<file path="src/rtl/assert_macros.svh">
// ---------------------------------------------------------------------------
// Assertion macros
// Shared concurrent assertion forms; empty when SYNTH is defined.
// ---------------------------------------------------------------------------
`ifndef ASSERT_MACROS_SVH
`define ASSERT_MACROS_SVH
`ifndef SYNTH
// Property checked while reset is released.
`define WRB_ASSERT(name, clk, rst_n, prop, msg) \
    name: assert property (@(posedge clk) disable iff (!rst_n) (prop)) else $error(msg);
// Property checked at every edge, reset included.
`define WRB_ASSERT_ALWAYS(name, clk, prop, msg) \
    name: assert property (@(posedge clk) (prop)) else $error(msg);
`else
`define WRB_ASSERT(name, clk, rst_n, prop, msg)
`define WRB_ASSERT_ALWAYS(name, clk, prop, msg)
`endif
`endif

</file>
<file path="src/rtl/wrb_pkg.sv">
// ---------------------------------------------------------------------------
// Weighted random bag package
// Operation and status codes, sequencer states and fixed field widths.
// ---------------------------------------------------------------------------
package wrb_pkg;

    localparam int OP_W     = 3;
    localparam int KEYIN_W  = 16;
    localparam int AMT_W    = 16;
    localparam int RND_W    = 32;
    localparam int STAT_W   = 3;
    localparam int PCT_W    = 15;
    localparam int TOTOUT_W = 20;

    // percent times 256
    localparam int PCT_SCALE = 25600;

    typedef enum logic [OP_W-1:0] {
        OP_ADD   = 3'd0,
        OP_DEL   = 3'd1,
        OP_CLEAR = 3'd2,
        OP_QUERY = 3'd3,
        OP_PICK  = 3'd4
    } t_op;

    typedef enum logic [STAT_W-1:0] {
        ST_OK       = 3'd0,
        ST_INVALID  = 3'd1,
        ST_NOTFOUND = 3'd2,
        ST_FULL     = 3'd3,
        ST_EMPTY    = 3'd4
    } t_status;

    typedef enum logic [3:0] {
        S_IDLE,
        S_CHECK,
        S_SRD,
        S_SCMP,
        S_SHR,
        S_SHW,
        S_MOD,
        S_DIV,
        S_OUT
    } t_state;

endpackage

</file>
<file path="src/rtl/wrb_div.sv">
// ---------------------------------------------------------------------------
// Shift-subtract divider
// Restoring division, one quotient bit per cycle; used for both the
// modulo of a pick and the percentage of a query.
// ---------------------------------------------------------------------------
module wrb_div #(
    parameter int DVD_W = 32,
    parameter int DSR_W = 20
) (
    input  logic             i_clk,
    input  logic             i_rst_n,
    input  logic             i_start,
    input  logic [DVD_W-1:0] i_dividend,
    input  logic [DSR_W-1:0] i_divisor,
    output logic             o_done,
    output logic [DVD_W-1:0] o_quotient,
    output logic [DSR_W-1:0] o_remainder
);

    localparam int CW = $clog2(DVD_W + 1);

    logic             r_busy;
    logic             r_done;
    logic [CW-1:0]    r_cnt;
    logic [DVD_W-1:0] r_dvd;
    logic [DSR_W-1:0] r_rem;
    logic [DSR_W-1:0] r_dsr;

    logic [DSR_W:0]   trial;
    logic [DSR_W:0]   diff;
    logic             qbit;
    logic [DSR_W-1:0] n_rem;

    // one restoring step
    always_comb begin
        trial = {r_rem, r_dvd[DVD_W-1]};
        diff  = trial - {1'b0, r_dsr};
        qbit  = (trial >= {1'b0, r_dsr});
        n_rem = qbit ? diff[DSR_W-1:0] : trial[DSR_W-1:0];
    end

    // control
    always_ff @(posedge i_clk) begin
        if (!i_rst_n) begin
            r_busy <= 1'b0;
            r_done <= 1'b0;
            r_cnt  <= '0;
        end else begin
            r_done <= 1'b0;
            if (i_start) begin
                r_busy <= 1'b1;
                r_cnt  <= CW'(DVD_W);
            end else if (r_busy) begin
                r_cnt <= r_cnt - 1'b1;
                if (r_cnt == CW'(1)) begin
                    r_busy <= 1'b0;
                    r_done <= 1'b1;
                end
            end
        end
    end

    // datapath
    always_ff @(posedge i_clk) begin
        if (i_start) begin
            r_dvd <= i_dividend;
            r_rem <= '0;
            r_dsr <= i_divisor;
        end else if (r_busy) begin
            r_dvd <= {r_dvd[DVD_W-2:0], qbit};
            r_rem <= n_rem;
        end
    end

    assign o_done      = r_done;
    assign o_quotient  = r_dvd;
    assign o_remainder = r_rem;

endmodule

</file>
<file path="src/rtl/weighted_random_bag.sv">
// ---------------------------------------------------------------------------
// Weighted random bag
// Ordered key/count table with add, delete, clear, share query and
// weighted pick (roulette wheel).
// ---------------------------------------------------------------------------
// channel | direction | handshake          | payload
// in      | to block  | i_valid / o_ready  | operation, item_key, amount, random_value
// out     | from block| o_valid / i_ready  | status, picked_key, percent_fixed, total_count
//
// One item at a time. Table search and pick walk visit entries in order
// through one memory read port, a read state then a compare state per
// entry; delete that empties an entry then moves each later entry up.
// Pick and query add one pass of the shared divider. Clear and items
// rejected at the check step go straight to the result. The result is held
// until taken; reset empties the table at once, no clearing pass.
// ---------------------------------------------------------------------------
`include "assert_macros.svh"

module weighted_random_bag #(
    parameter int ENTRIES    = 16,
    parameter int KEY_BITS   = 16,
    parameter int COUNT_BITS = 16
) (
    input  logic        i_clk,
    input  logic        i_rst_n,
    input  logic        i_valid,
    output logic        o_ready,
    input  logic [2:0]  i_operation,
    input  logic [15:0] i_item_key,
    input  logic [15:0] i_amount,
    input  logic [31:0] i_random_value,
    output logic        o_valid,
    input  logic        i_ready,
    output logic [2:0]  o_status,
    output logic [15:0] o_picked_key,
    output logic [14:0] o_percent_fixed,
    output logic [19:0] o_total_count
);

    localparam int IW    = (ENTRIES > 1) ? $clog2(ENTRIES) : 1;
    localparam int UW    = $clog2(ENTRIES + 1);
    localparam int TOT_W = COUNT_BITS + $clog2(ENTRIES);
    localparam int AW    = ((COUNT_BITS > wrb_pkg::AMT_W) ? COUNT_BITS : wrb_pkg::AMT_W) + 1;
    localparam int PRD_W = COUNT_BITS + wrb_pkg::PCT_W;
    localparam int DVD_W = (PRD_W > wrb_pkg::RND_W) ? PRD_W : wrb_pkg::RND_W;

    // table storage
    logic [KEY_BITS-1:0]   mem_key [ENTRIES];
    logic [COUNT_BITS-1:0] mem_cnt [ENTRIES];

    wrb_pkg::t_state r_state, n_state;
    logic [wrb_pkg::OP_W-1:0]   r_op, n_op;
    logic [KEY_BITS-1:0]        r_key, n_key;
    logic [wrb_pkg::AMT_W-1:0]  r_amt, n_amt;
    logic [wrb_pkg::RND_W-1:0]  r_rnd, n_rnd;
    logic [UW-1:0]              r_idx, n_idx;
    logic [UW-1:0]              r_used, n_used;
    logic [TOT_W-1:0]           r_total, n_total;
    logic [TOT_W-1:0]           r_rem, n_rem;
    logic [wrb_pkg::STAT_W-1:0] r_status, n_status;
    logic [KEY_BITS-1:0]        r_picked, n_picked;
    logic [wrb_pkg::PCT_W-1:0]  r_pct, n_pct;
    logic [KEY_BITS-1:0]        r_rd_key;
    logic [COUNT_BITS-1:0]      r_rd_cnt;

    logic [IW-1:0]         rd_addr;
    logic                  mem_we;
    logic [IW-1:0]         wr_addr;
    logic [KEY_BITS-1:0]   wr_key;
    logic [COUNT_BITS-1:0] wr_cnt;

    logic             div_start;
    logic [DVD_W-1:0] div_dvd;
    logic             div_done;
    logic [DVD_W-1:0] div_quo;
    logic [TOT_W-1:0] div_rem;

    logic             amt_bad;
    logic             tab_empty;
    logic             at_end;
    logic             key_hit;
    logic             pick_hit;
    logic [UW-1:0]    idx_inc;
    logic [AW-1:0]    amt_x;
    logic [AW-1:0]    cnt_x;
    logic [AW-1:0]    sum_x;
    logic [AW-1:0]    cmax_x;
    logic [TOT_W-1:0] cnt_t;
    logic [PRD_W-1:0] product;

    // shared compares
    always_comb begin
        amt_bad   = (r_amt == '0) || (r_key == '0);
        tab_empty = (r_used == '0) || (r_total == '0);
        at_end    = (r_idx == r_used);
        key_hit   = (r_rd_key == r_key);
        idx_inc   = r_idx + 1'b1;
        amt_x     = AW'(r_amt);
        cnt_x     = AW'(r_rd_cnt);
        sum_x     = cnt_x + amt_x;
        cmax_x    = AW'({COUNT_BITS{1'b1}});
        cnt_t     = TOT_W'(r_rd_cnt);
        pick_hit  = (r_rem < cnt_t);
        product   = PRD_W'(r_rd_cnt) * PRD_W'(wrb_pkg::PCT_SCALE);
    end

    // next state
    always_comb begin
        n_state = r_state;
        unique case (r_state)
            wrb_pkg::S_IDLE:
                if (i_valid) n_state = wrb_pkg::S_CHECK;
            wrb_pkg::S_CHECK: begin
                case (r_op)
                    wrb_pkg::OP_ADD:
                        n_state = amt_bad ? wrb_pkg::S_OUT : wrb_pkg::S_SRD;
                    wrb_pkg::OP_DEL:
                        n_state = (amt_bad || r_used == '0) ? wrb_pkg::S_OUT : wrb_pkg::S_SRD;
                    wrb_pkg::OP_QUERY:
                        n_state = tab_empty ? wrb_pkg::S_OUT : wrb_pkg::S_SRD;
                    wrb_pkg::OP_PICK:
                        n_state = tab_empty ? wrb_pkg::S_OUT : wrb_pkg::S_MOD;
                    default:
                        n_state = wrb_pkg::S_OUT;
                endcase
            end
            wrb_pkg::S_SRD:
                n_state = at_end ? wrb_pkg::S_OUT : wrb_pkg::S_SCMP;
            wrb_pkg::S_SCMP: begin
                if (r_op == wrb_pkg::OP_PICK) begin
                    n_state = pick_hit ? wrb_pkg::S_OUT : wrb_pkg::S_SRD;
                end else if (!key_hit) begin
                    n_state = wrb_pkg::S_SRD;
                end else if (r_op == wrb_pkg::OP_QUERY) begin
                    n_state = wrb_pkg::S_DIV;
                end else if (r_op == wrb_pkg::OP_DEL && amt_x == cnt_x) begin
                    n_state = wrb_pkg::S_SHR;
                end else begin
                    n_state = wrb_pkg::S_OUT;
                end
            end
            wrb_pkg::S_SHR:
                n_state = (idx_inc >= r_used) ? wrb_pkg::S_OUT : wrb_pkg::S_SHW;
            wrb_pkg::S_SHW:
                n_state = wrb_pkg::S_SHR;
            wrb_pkg::S_MOD:
                if (div_done) n_state = wrb_pkg::S_SRD;
            wrb_pkg::S_DIV:
                if (div_done) n_state = wrb_pkg::S_OUT;
            wrb_pkg::S_OUT:
                if (i_ready) n_state = wrb_pkg::S_IDLE;
            default:
                n_state = wrb_pkg::S_IDLE;
        endcase
    end

    // datapath and memory control
    always_comb begin
        n_op      = r_op;
        n_key     = r_key;
        n_amt     = r_amt;
        n_rnd     = r_rnd;
        n_idx     = r_idx;
        n_used    = r_used;
        n_total   = r_total;
        n_rem     = r_rem;
        n_status  = r_status;
        n_picked  = r_picked;
        n_pct     = r_pct;
        rd_addr   = r_idx[IW-1:0];
        mem_we    = 1'b0;
        wr_addr   = r_idx[IW-1:0];
        wr_key    = r_key;
        wr_cnt    = r_rd_cnt;
        div_start = 1'b0;
        div_dvd   = DVD_W'(r_rnd);
        unique case (r_state)
            wrb_pkg::S_IDLE: begin
                if (i_valid) begin
                    n_op     = i_operation;
                    n_key    = KEY_BITS'(i_item_key);
                    n_amt    = i_amount;
                    n_rnd    = i_random_value;
                    n_idx    = '0;
                    n_status = wrb_pkg::ST_OK;
                    n_picked = '0;
                    n_pct    = '0;
                end
            end
            wrb_pkg::S_CHECK: begin
                case (r_op)
                    wrb_pkg::OP_ADD: begin
                        if (amt_bad) n_status = wrb_pkg::ST_INVALID;
                    end
                    wrb_pkg::OP_DEL: begin
                        if (amt_bad) n_status = wrb_pkg::ST_INVALID;
                        else if (r_used == '0) n_status = wrb_pkg::ST_EMPTY;
                    end
                    wrb_pkg::OP_CLEAR: begin
                        n_used  = '0;
                        n_total = '0;
                    end
                    wrb_pkg::OP_QUERY: begin
                        if (tab_empty) n_status = wrb_pkg::ST_EMPTY;
                    end
                    wrb_pkg::OP_PICK: begin
                        if (tab_empty) n_status = wrb_pkg::ST_EMPTY;
                        else div_start = 1'b1;
                    end
                    default: n_status = wrb_pkg::ST_INVALID;
                endcase
            end
            wrb_pkg::S_SRD: begin
                // end of table: key absent
                if (at_end) begin
                    case (r_op) inside
                        wrb_pkg::OP_ADD: begin
                            if (r_used == UW'(ENTRIES) || amt_x > cmax_x) begin
                                n_status = wrb_pkg::ST_FULL;
                            end else begin
                                mem_we  = 1'b1;
                                wr_addr = r_used[IW-1:0];
                                wr_cnt  = COUNT_BITS'(r_amt);
                                n_used  = r_used + 1'b1;
                                n_total = r_total + TOT_W'(r_amt);
                            end
                        end
                        wrb_pkg::OP_DEL, wrb_pkg::OP_QUERY:
                            n_status = wrb_pkg::ST_NOTFOUND;
                        default: ;
                    endcase
                end
            end
            wrb_pkg::S_SCMP: begin
                if (r_op == wrb_pkg::OP_PICK) begin
                    if (pick_hit) begin
                        n_picked = r_rd_key;
                    end else begin
                        n_rem = r_rem - cnt_t;
                        n_idx = idx_inc;
                    end
                end else if (!key_hit) begin
                    n_idx = idx_inc;
                end else begin
                    case (r_op)
                        wrb_pkg::OP_ADD: begin
                            if (sum_x > cmax_x) begin
                                n_status = wrb_pkg::ST_FULL;
                            end else begin
                                mem_we  = 1'b1;
                                wr_cnt  = COUNT_BITS'(sum_x);
                                n_total = r_total + TOT_W'(r_amt);
                            end
                        end
                        wrb_pkg::OP_DEL: begin
                            if (amt_x > cnt_x) begin
                                n_status = wrb_pkg::ST_INVALID;
                            end else begin
                                n_total = r_total - TOT_W'(r_amt);
                                if (amt_x != cnt_x) begin
                                    mem_we = 1'b1;
                                    wr_cnt = COUNT_BITS'(cnt_x - amt_x);
                                end
                            end
                        end
                        wrb_pkg::OP_QUERY: begin
                            div_start = 1'b1;
                            div_dvd   = DVD_W'(product);
                        end
                        default: ;
                    endcase
                end
            end
            wrb_pkg::S_SHR: begin
                // move the later entries up by one
                rd_addr = idx_inc[IW-1:0];
                if (idx_inc >= r_used) n_used = r_used - 1'b1;
            end
            wrb_pkg::S_SHW: begin
                mem_we = 1'b1;
                wr_key = r_rd_key;
                wr_cnt = r_rd_cnt;
                n_idx  = idx_inc;
            end
            wrb_pkg::S_MOD: begin
                if (div_done) begin
                    n_rem = div_rem;
                    n_idx = '0;
                end
            end
            wrb_pkg::S_DIV: begin
                if (div_done) n_pct = div_quo[wrb_pkg::PCT_W-1:0];
            end
            wrb_pkg::S_OUT: ;
            default: ;
        endcase
    end

    // control registers
    always_ff @(posedge i_clk) begin
        if (!i_rst_n) begin
            r_state <= wrb_pkg::S_IDLE;
            r_used  <= '0;
            r_total <= '0;
        end else begin
            r_state <= n_state;
            r_used  <= n_used;
            r_total <= n_total;
        end
    end

    // item payload registers
    always_ff @(posedge i_clk) begin
        r_op     <= n_op;
        r_key    <= n_key;
        r_amt    <= n_amt;
        r_rnd    <= n_rnd;
        r_idx    <= n_idx;
        r_rem    <= n_rem;
        r_status <= n_status;
        r_picked <= n_picked;
        r_pct    <= n_pct;
    end

    // table memory, registered read
    always_ff @(posedge i_clk) begin
        if (mem_we) begin
            mem_key[wr_addr] <= wr_key;
            mem_cnt[wr_addr] <= wr_cnt;
        end
        r_rd_key <= mem_key[rd_addr];
        r_rd_cnt <= mem_cnt[rd_addr];
    end

    wrb_div #(
        .DVD_W(DVD_W),
        .DSR_W(TOT_W)
    ) u_div (
        .i_clk       (i_clk),
        .i_rst_n     (i_rst_n),
        .i_start     (div_start),
        .i_dividend  (div_dvd),
        .i_divisor   (r_total),
        .o_done      (div_done),
        .o_quotient  (div_quo),
        .o_remainder (div_rem)
    );

    assign o_ready         = (r_state == wrb_pkg::S_IDLE);
    assign o_valid         = (r_state == wrb_pkg::S_OUT);
    assign o_status        = r_status;
    assign o_picked_key    = wrb_pkg::KEYIN_W'(r_picked);
    assign o_percent_fixed = r_pct;
    assign o_total_count   = wrb_pkg::TOTOUT_W'(r_total);

    // checks
    `WRB_ASSERT(a_no_ready_with_result, i_clk, i_rst_n, !(o_valid && o_ready), "ready while result pending")
    `WRB_ASSERT(a_busy_after_accept, i_clk, i_rst_n, (i_valid && o_ready) |=> !o_ready, "ready right after accept")
    `WRB_ASSERT(a_used_in_range, i_clk, i_rst_n, r_used <= UW'(ENTRIES), "table fill past depth")
    `WRB_ASSERT(a_total_tracks_used, i_clk, i_rst_n, (r_used == '0) |-> (r_total == '0), "total and fill disagree")

endmodule
</file>
<file path="config.mk">
export PLATFORM = sky130hd
export DESIGN_NAME = weighted_random_bag
export DESIGN_NICKNAME = d
export VERILOG_FILES = /design/src/rtl/wrb_pkg.sv /design/src/rtl/wrb_div.sv /design/src/rtl/weighted_random_bag.sv
export VERILOG_INCLUDE_DIRS = /design/src /design/src/rtl
export SDC_FILE = /design/constraint.sdc
export NUM_CORES = 1
export LEC_CHECK = 0
export BUFFER_PORTS_ARGS = -buffer_cell sky130_fd_sc_hd__buf_2
export CAP_MARGIN = 30
export CORE_ASPECT_RATIO = 0.75
export CORE_UTILIZATION = 28
export DETAILED_ROUTE_END_ITERATION = 8
export PLACE_DENSITY = 0.47
export SKIP_CTS_REPAIR_TIMING = 1
export SLEW_MARGIN = 20
export SYNTH_ARGS = -nofsm -noshare
export SYNTH_HDL_FRONTEND = slang
export SYNTH_HIERARCHICAL = 1
export SYNTH_SLANG_ARGS = --single-unit
</file>
<file path="constraint.sdc">
create_clock -name i_clk -period 16.7 [get_ports i_clk]
set_clock_uncertainty 0.1 [all_clocks]
set_input_delay 0.835 -clock i_clk [delete_from_list [all_inputs] [get_ports i_clk]]
set_output_delay 0.835 -clock i_clk [all_outputs]
set_load 0.05 [all_outputs]
</file>
==> results of run 1 <==
state kept, by name (all words and copies together), names as in the netlist, 20 cells and up:
register and cells:
mem_cnt 256, mem_key 256, r_rnd 32, u_div/o_quotient 32, o_total_count 20, r_rem 20
u_div/o_remainder 20, u_div/r_dsr 20
cell usage in the layout, fill, tap and decap left out, types with 20 or more instances in the layout:
master / count
nor3_1: 51
nand3_1: 35
buf_4: 48
ha_1: 164
a211oi_1: 25
nor4_1: 23
xor2_1: 45
mux2_2: 49
xnor2_1: 37
buf_2: 126
mux4_2: 160
o21ai_0: 103
dfxtp_1: 89
and2_1: 52
nor2_1: 118
nand2b_1: 25
edfxtp_1: 690
a21oi_1: 109
nor2b_1: 33
clkbuf_1: 20
clkbuf_16: 86
a21o_1: 34
inv_1: 151
nand2_1: 139
layer usage:
layer | GRT usage | vias up
li1 | - | 10413
met1 | 0.232 | 11333
met2 | 0.216 | 637
met3 | 0.0285 | 125
met4 | 0.0302 | 0
met5 | 0 | -
how the worst max path moves through the flow:
stage	startpoint	endpoint	slack, ps	cells after the start
floorplan	r_amt[0]	mem_cnt[2][0]	11430	12
global placement	r_rd_cnt[3]	u_div/o_quotient[30]	11790	16
detailed placement	r_rd_cnt[3]	u_div/o_quotient[30]	11780	16
CTS	r_rd_cnt[3]	u_div/o_quotient[30]	11730	16
global route	r_rd_cnt[3]	u_div/o_quotient[30]	11320	16
finish	r_rd_cnt[3]	u_div/o_quotient[30]	11770	16
worst register-to-register path, delay by kind of cell, from the launching register on:
kind | cells | cell delay, ps
and+or+nand+nor | 1 | 90
buffers and inverters | 2 | 90
DFF | 1 | 620
adders and majority gates | 4 | 1440
muxes | 1 | 280
AOI/OAI and AO/OA | 7 | 1860
xor gates and xnor gates | 1 | 200
cell type report:
class	instances	area, um^2	area share
tap	1755	2200	0.0508
timing repair buffer	179	1100	0.0254
clock inverter	42	557	0.0129
inverter	155	582	0.0134
clock buffer	116	2360	0.0547
multi-input combinational	1562	14000	0.323
antenna	2	5.00	0.000116
sequential	779	22500	0.520
power by group:
part	internal, W	switching, W
Sequential	0.00223	0.0000870
Combinational	0.000512	0.000759
Clock	0.00112	0.000823
cells by family (layout without fill, tap and decap cells):
group	after synthesis	after routing	synth area share
adders and majority gates	182	182	0.0646
DFF	779	779	0.603
buffers and inverters	264	492	0.0281
muxes	229	229	0.117
AOI/OAI and AO/OA	498	498	0.0923
other	0	2	0
and+or+nand+nor	568	568	0.0755
xor gates and xnor gates	85	85	0.0199
metrics by stage:
stage | utilization | total power, W | cell area [um^2]
finish | 0.329 | 0.00553 | 43300
global route | 0.329 | 0.00583 | 43300
CTS | 0.328 | 0.00560 | 43200
detailed placement | 0.306 | 0.00363 | 40300
global placement | 0.306 | 0.00364 | 40200
floorplan | - | 0.00326 | 37300
==> metrics.txt, run 1 <==
# TYPE chip_impl_metric gauge
chip_impl_metric{name="total_leakage_power",unit="nW"} 15.2
chip_impl_metric{name="dpl_worst_slack",unit="ps"} 11780
chip_impl_metric{name="fin_crit",unit="ps"} 4930
chip_impl_info{name="max_layer_used",value="met4"} 1
chip_impl_metric{name="grt_pass1_wl",unit="mm"} 152
chip_impl_metric{name="final-max-slew-violation-count",unit=""} 0
chip_impl_metric{name="ys_seq_elements",unit=""} 779
chip_impl_metric{name="antenna_found_initial",unit=""} 4
chip_impl_metric{name="first_global_vias",unit=""} 22300
chip_impl_metric{name="total_die_area",unit="mm^2"} 0.135
chip_impl_metric{name="drt_first_pass_iters",unit=""} 9
chip_impl_info{name="reg2reg_to",value="u_div/o_quotient[30]"} 1
chip_impl_metric{name="clock_sinks",unit=""} 779
chip_impl_metric{name="grt.total_usage",unit=""} 0.150
chip_impl_metric{name="slew_worst_pin",unit="ps"} 1040
chip_impl_metric{name="detailedPlacementHpwl",unit="mm"} 66.7
chip_impl_metric{name="placed_cells",unit=""} 4427
chip_impl_metric{name="drt-wirelength-per-cell",unit="um"} 22.2
chip_impl_metric{name="netlist_instances",unit=""} 2605
chip_impl_metric{name="pin_count",unit=""} 127
chip_impl_metric{name="drt_wl_total",unit="mm"} 102
chip_impl_metric{name="timing.reg2reg.worst_path_depth",unit=""} 16
chip_impl_metric{name="post_layout_nonfiller_instances",unit=""} 4590
chip_impl_metric{name="final_hold_viol_count",unit=""} 0
chip_impl_metric{name="timing.max_slew.rel_slack",unit=""} 0.306
chip_impl_metric{name="core_area",unit="mm^2"} 0.132
chip_impl_metric{name="postLayoutSetupSlackWorst",unit="ps"} 11770
chip_impl_metric{name="max_freq",unit="MHz"} 203
chip_impl_metric{name="synthesis.yosys.warnings",unit=""} 6
chip_impl_metric{name="worst_case_register_to_register_setup_slack",unit="ps"} 11770
chip_impl_metric{name="holdPathStages",unit=""} 1
chip_impl_metric{name="routed-wl-met3",unit="mm"} 5.64
chip_impl_metric{name="routed-via-count",unit=""} 22508
chip_impl_metric{name="min_period_over_period",unit=""} 0.295
chip_impl_metric{name="critPathMaxStageDelay",unit="ps"} 620
chip_impl_metric{name="drt-initial-drc-count",unit=""} 1937
chip_impl_metric{name="syn_area",unit="mm^2"} 0.0373
chip_impl_info{name="min_delay_src",value="i_item_key[6]"} 1
chip_impl_metric{name="count_of_flip_flops_with_a_built_in_enable_after_synthesis",unit=""} 690
chip_impl_info{name="yosysMostFrequentCell",value="edfxtp_1"} 1
chip_impl_metric{name="place.port_buffers",unit=""} 126
chip_impl_info{name="top_post_synthesis_cells_by_area",value="edfxtp_1 (56%), mux4_2 (9.7%), ha_1 (5.5%)"} 1
chip_impl_info{name="cpLargestDelayFamily",value="compound AO/OA/AOI/OAI gates"} 1
chip_impl_metric{name="fin_nets",unit=""} 3015
chip_impl_info{name="cp-start-kind",value="flop"} 1
chip_impl_metric{name="timing.critical_path.arrival",unit="ps"} 5260
chip_impl_metric{name="crit_path_max_fanout",unit=""} 7
chip_impl_info{name="synth_top_cell_by_area",value="edfxtp_1"} 1
chip_impl_metric{name="cts-buffers-inserted",unit=""} 85
chip_impl_info{name="critical_path.slowest_cell",value="dfxtp_1"} 1
chip_impl_metric{name="powerDensity",unit="mW/mm^2"} 128
chip_impl_metric{name="fin_worst_hold_slack",unit="ps"} 204
chip_impl_info{name="worstReg2RegStart",value="r_rd_cnt[3]"} 1
chip_impl_metric{name="initial_core_utilization",unit=""} 0.283
chip_impl_metric{name="area_growth",unit="%"} 15.9
chip_impl_metric{name="die_x",unit="um"} 424
chip_impl_metric{name="drc",unit=""} 22
chip_impl_metric{name="wire_length_on_met2",unit="mm"} 43.7
chip_impl_metric{name="maximum_number_of_pins_on_one_net_before_global_route_repair",unit=""} 129
chip_impl_info{name="post_synth_most_frequent_cells",value="edfxtp_1 (690), ha_1 (164), mux4_2 (160)"} 1
chip_impl_metric{name="setup-violations-final",unit=""} 0
chip_impl_metric{name="cts_buffer_depth",unit=""} 3
chip_impl_metric{name="worst-endpoint-required",unit="ps"} 17030
chip_impl_metric{name="layout-drive-gt1-share",unit=""} 0.205
chip_impl_metric{name="fillCellCount",unit=""} 12888
chip_impl_metric{name="clock_latency",unit="ps"} 700
chip_impl_metric{name="yosysTopAreaCellShare",unit=""} 0.555
chip_impl_metric{name="synthArstFlopShare",unit=""} 0
chip_impl_info{name="run_status",value="finished with violations"} 1
chip_impl_metric{name="clkTransAtPathRegs",unit="ps"} 60
chip_impl_metric{name="syn_nets",unit=""} 2858
chip_impl_metric{name="grt_remaining_overflow",unit=""} 0
chip_impl_metric{name="die_height",unit="um"} 318
chip_impl_info{name="grt_setup_unrepaired",value="false"} 1
chip_impl_metric{name="vdd_ir_drop_max",unit="uV"} 78.9
chip_impl_info{name="cts-root-buf",value="clkbuf_16"} 1
chip_impl_metric{name="ys_seq_area_frac",unit=""} 0.603
chip_impl_metric{name="ant_nets",unit=""} 0
chip_impl_info{name="hold_end",value="r_key[6]"} 1
chip_impl_metric{name="number_of_distinct_standard_cells_referenced_by_the_synthesized_netlist",unit=""} 92
chip_impl_info{name="failed_checks",value="DRC"} 1
chip_impl_info{name="worstHoldPathType",value="primary input to flop"} 1
chip_impl_metric{name="routed_via_density",unit=""} 4.90
chip_impl_metric{name="avgSynthCellArea",unit="um^2"} 14.3
chip_impl_metric{name="drt-met1-wl",unit="mm"} 50.8
chip_impl_info{name="clock_tree_from_tritoncts",value="done"} 1
chip_impl_metric{name="timing.critical_path.buf_inv",unit=""} 2
chip_impl_metric{name="max_cap_viol_count",unit=""} 0
chip_impl_metric{name="routabilityCongestion",unit=""} 0.867
chip_impl_metric{name="floorplan.rows",unit=""} 115
chip_impl_info{name="timing.critical_path.to_type",value="flop"} 1
chip_impl_metric{name="fin_setup_tns",unit="ps"} 0
chip_impl_info{name="prevailing_post_synth_register_cell",value="edfxtp_1"} 1
chip_impl_info{name="worstPathCellList",value="ha_1 -> ha_1 -> inv_1 -> fa_1 -> inv_1 -> ha_1 -> a21o_1 -> a21oi_1 -> nor2_1 -> o41ai_1 -> o21ai_0 -> o41ai_1 -> o21ai_0 -> xnor2_1 -> o21ai_0 -> mux2_2"} 1
chip_impl_info{name="critical_path_class",value="flop to flop"} 1
chip_impl_metric{name="htree_num_levels",unit=""} 3
Note: power is estimated with default switching activity, not from simulation.
==> run 2, diff against run 1 <==
--- a/config.mk
+++ b/config.mk
@@ -6,12 +6,13 @@
 export SDC_FILE = /design/constraint.sdc
 export NUM_CORES = 1
 export LEC_CHECK = 0
+export ABC_AREA = 1
 export BUFFER_PORTS_ARGS = -buffer_cell sky130_fd_sc_hd__buf_2
 export CAP_MARGIN = 30
 export CORE_ASPECT_RATIO = 0.75
 export CORE_UTILIZATION = 28
 export DETAILED_ROUTE_END_ITERATION = 8
-export PLACE_DENSITY = 0.47
+export PLACE_DENSITY = 0.49
 export SKIP_CTS_REPAIR_TIMING = 1
 export SLEW_MARGIN = 20
 export SYNTH_ARGS = -nofsm -noshare
==> constraint.sdc (replaced) <==
create_clock -name i_clk -period 4.3 [get_ports i_clk]
set_clock_uncertainty 0.1 [all_clocks]
set_input_delay 0.215 -clock i_clk [delete_from_list [all_inputs] [get_ports i_clk]]
set_output_delay 0.215 -clock i_clk [all_outputs]
set_load 0.05 [all_outputs]
==> run 2 against run 1 <==
Net effect: the flow now finishes without violations; worst hold slack lost 160 ps; non-clock buffer count grew 145; setup slack lost 11000 ps; critical path depth grew 1; register-to-register slack lost 11000 ps; clock-buffer cell count shrank 7; highest routed layer unchanged.
==> metrics.txt, run 2 <==
# TYPE chip_impl_metric gauge
chip_impl_info{name="run_status",value="finished clean"} 1
chip_impl_metric{name="first_global_vias",unit=""} 29839
chip_impl_metric{name="ys_seq_area_frac",unit=""} 0.554
chip_impl_info{name="post_synth_most_frequent_cells",value="nand2_1 (938), edfxtp_1 (690), nor2_1 (523)"} 1
chip_impl_metric{name="fin_crit",unit="ps"} 3980
chip_impl_info{name="yosysMostFrequentCell",value="nand2_1"} 1
chip_impl_info{name="timing.critical_path.to_type",value="flop"} 1
chip_impl_info{name="cts-root-buf",value="clkbuf_16"} 1
chip_impl_metric{name="initial_core_utilization",unit=""} 0.283
chip_impl_metric{name="max_freq",unit="MHz"} 251
chip_impl_info{name="worstHoldPathType",value="primary input to flop"} 1
chip_impl_metric{name="total_leakage_power",unit="nW"} 19.3
chip_impl_metric{name="grt.total_usage",unit=""} 0.177
chip_impl_metric{name="final-max-slew-violation-count",unit=""} 0
chip_impl_metric{name="fin_setup_tns",unit="ps"} 0
chip_impl_metric{name="clkTransAtPathRegs",unit="ps"} 60
chip_impl_metric{name="multiInputGateArea",unit="mm^2"} 0.0155
chip_impl_info{name="largest_registers",value="mem_cnt (256), mem_key (256)"} 1
chip_impl_info{name="cp-start-kind",value="flop"} 1
chip_impl_metric{name="routed-via-count",unit=""} 31869
chip_impl_metric{name="detailedPlacementHpwl",unit="mm"} 89.6
chip_impl_metric{name="postLayoutSetupSlackWorst",unit="ps"} 318
chip_impl_metric{name="die_x",unit="um"} 442
chip_impl_metric{name="floorplan.rows",unit=""} 120
chip_impl_info{name="layout.cells.most_common",value="nand2_1"} 1
chip_impl_metric{name="layout-drive-gt1-share",unit=""} 0.106
chip_impl_metric{name="worst-endpoint-required",unit="ps"} 4530
chip_impl_metric{name="pin_count",unit=""} 127
chip_impl_metric{name="sequential_standard_cell_area",unit="mm^2"} 0.0225
chip_impl_info{name="top_post_synthesis_cells_by_area",value="edfxtp_1 (51%), nand2_1 (8.7%), ha_1 (5.1%)"} 1
chip_impl_metric{name="avgSynthCellArea",unit="um^2"} 9.37
chip_impl_metric{name="fillCellCount",unit=""} 14779
chip_impl_metric{name="final_hold_viol_count",unit=""} 0
chip_impl_metric{name="ys_seq_elements",unit=""} 779
chip_impl_metric{name="synthArstFlopShare",unit=""} 0
chip_impl_metric{name="syn_nets",unit=""} 4585
chip_impl_metric{name="crit_path_max_fanout",unit=""} 18
chip_impl_metric{name="fin_nets",unit=""} 4822
chip_impl_metric{name="count_of_flip_flops_with_a_built_in_enable_after_synthesis",unit=""} 690
chip_impl_metric{name="drt_wl_total",unit="mm"} 133
chip_impl_metric{name="grt_remaining_overflow",unit=""} 0
chip_impl_metric{name="total_die_area",unit="mm^2"} 0.146
chip_impl_metric{name="max_cap_viol_count",unit=""} 0
chip_impl_metric{name="yosysTopAreaCellShare",unit=""} 0.511
chip_impl_metric{name="routabilityCongestion",unit=""} 0.973
chip_impl_metric{name="slew_worst_pin",unit="ps"} 879
chip_impl_metric{name="ant_nets",unit=""} 0
chip_impl_metric{name="die_height",unit="um"} 332
chip_impl_metric{name="clock_latency",unit="ps"} 700
chip_impl_metric{name="timing.critical_path.arrival",unit="ps"} 4210
chip_impl_metric{name="place.port_buffers",unit=""} 126
chip_impl_metric{name="area_growth",unit="%"} 17.2
chip_impl_metric{name="maximum_number_of_pins_on_one_net_before_global_route_repair",unit=""} 171
chip_impl_metric{name="drt-wirelength-per-cell",unit="um"} 20.4
chip_impl_metric{name="vdd_ir_drop_max",unit="uV"} 710
chip_impl_info{name="critical_path_class",value="flop to flop"} 1
chip_impl_metric{name="number_of_distinct_standard_cells_referenced_by_the_synthesized_netlist",unit=""} 62
chip_impl_metric{name="antenna_found_initial",unit=""} 3
chip_impl_metric{name="routed_via_density",unit=""} 4.88
chip_impl_metric{name="cts-buffers-inserted",unit=""} 87
chip_impl_metric{name="drt-initial-drc-count",unit=""} 3167
chip_impl_info{name="layout.cells.most_common_list",value="nand2_1 (937), edfxtp_1 (690), nor2_1 (512)"} 1
chip_impl_metric{name="post-route-util",unit=""} 0.332
chip_impl_metric{name="setup-violations-final",unit=""} 0
chip_impl_metric{name="timing.max_slew.rel_slack",unit=""} 0.414
chip_impl_metric{name="netlist_instances",unit=""} 4332
chip_impl_metric{name="dpl_worst_slack",unit="ps"} 458
chip_impl_metric{name="syn_area",unit="mm^2"} 0.0406
chip_impl_info{name="clock_tree_from_tritoncts",value="done"} 1
chip_impl_metric{name="core_area",unit="mm^2"} 0.143
chip_impl_metric{name="drc",unit=""} 0
chip_impl_metric{name="drt_first_pass_iters",unit=""} 7
chip_impl_info{name="prevailing_post_synth_register_cell",value="edfxtp_1"} 1
chip_impl_metric{name="grt_pass1_wl",unit="mm"} 197
chip_impl_metric{name="min_period_over_period",unit=""} 0.926
chip_impl_metric{name="powerDensity",unit="mW/mm^2"} 778
chip_impl_metric{name="clock_sinks",unit=""} 779
chip_impl_metric{name="cts_buffer_depth",unit=""} 3
chip_impl_metric{name="synthesis.yosys.warnings",unit=""} 6
chip_impl_metric{name="htree_num_levels",unit=""} 3
chip_impl_info{name="synth_top_cell_by_area",value="edfxtp_1"} 1
chip_impl_metric{name="design_power_total",unit="W"} 0.0370
chip_impl_info{name="grt_setup_unrepaired",value="false"} 1
run 2: power breakdown:
group	internal [W]	switching (W)	leakage [nW]	total, W
logic	0.00569	0.0131	10.9	0.0188
registers	0.00972	0.000942	7.03	0.0107
clock network	0.00438	0.00320	1.39	0.00758
run 2: routing by layer:
| metal | wire (um) | up-vias | track usage |
|---|---|---|---|
| met4 | 2870 | 0 | 0.0431 |
| met5 | 0 | - | 0 |
| met2 | 54600 | 991 | 0.252 |
| li1 | - | 15325 | - |
| met1 | 67100 | 15388 | 0.275 |
| met3 | 8490 | 165 | 0.0296 |
run 2: worst max-delay path, stage by stage, from the launching register on:
cell and delay [ps]:
edfxtp_1 490, inv_1 250, ha_1 690, nand2_1 140, nor2_1 170, nand2_1 100
inv_1 80, nand2_1 60, nand2_2 90, nand3_2 240, nand2_1 140, nand2_1 90
nand3b_2 180, nand2_1 130, inv_1 110, nand2_1 70, inv_2 60, buf_4 380
run 2: cells by family after synthesis:
group                      Yosys count  share of synthesized area
and+or+nand+nor                   1858                      0.191
AOI/OAI and AO/OA                  799                      0.116
DFF                                779                      0.554
buffers and inverters              653                     0.0662
adders and majority gates          182                     0.0594
xor gates and xnor gates            57                     0.0123
muxes                                4                    0.00105
run 2: layout make-up:
cell class	instances	share of cell area
multi-input cells	2900	0.326
well taps	1891	0.0497
flip-flops and latches	779	0.473
repair buffers	324	0.0527
inverters	477	0.0380
diodes	1	0.0000526
clock inverters	51	0.0117
clock buffers	109	0.0486
run 2: through the flow:
step | cell area (um^2) | hold slack (ps) | cells
2_1_floorplan | 40600 | 214 | 4332
3_3_place_gp | 44000 | 293 | 6301
3_5_place_dp | 44000 | 293 | 6302
4_1_cts | 46900 | -457 | 6462
5_1_grt | 47600 | 52.3 | 6532
6_report | 47600 | 42.8 | 6532
run 2: path summary, 6_finish.rpt:
path / from / endpoint / slack, ps / cells past startpoint
max reg2reg: r_amt[8] / mem_key[3][4] / 320 / 17
min: i_valid / o_percent_fixed[0] / 40 / 3
min reg2reg: u_div/r_cnt[0] / u_div/r_cnt[0] / 400 / 2
max: r_amt[8] / mem_key[3][4] / 320 / 17
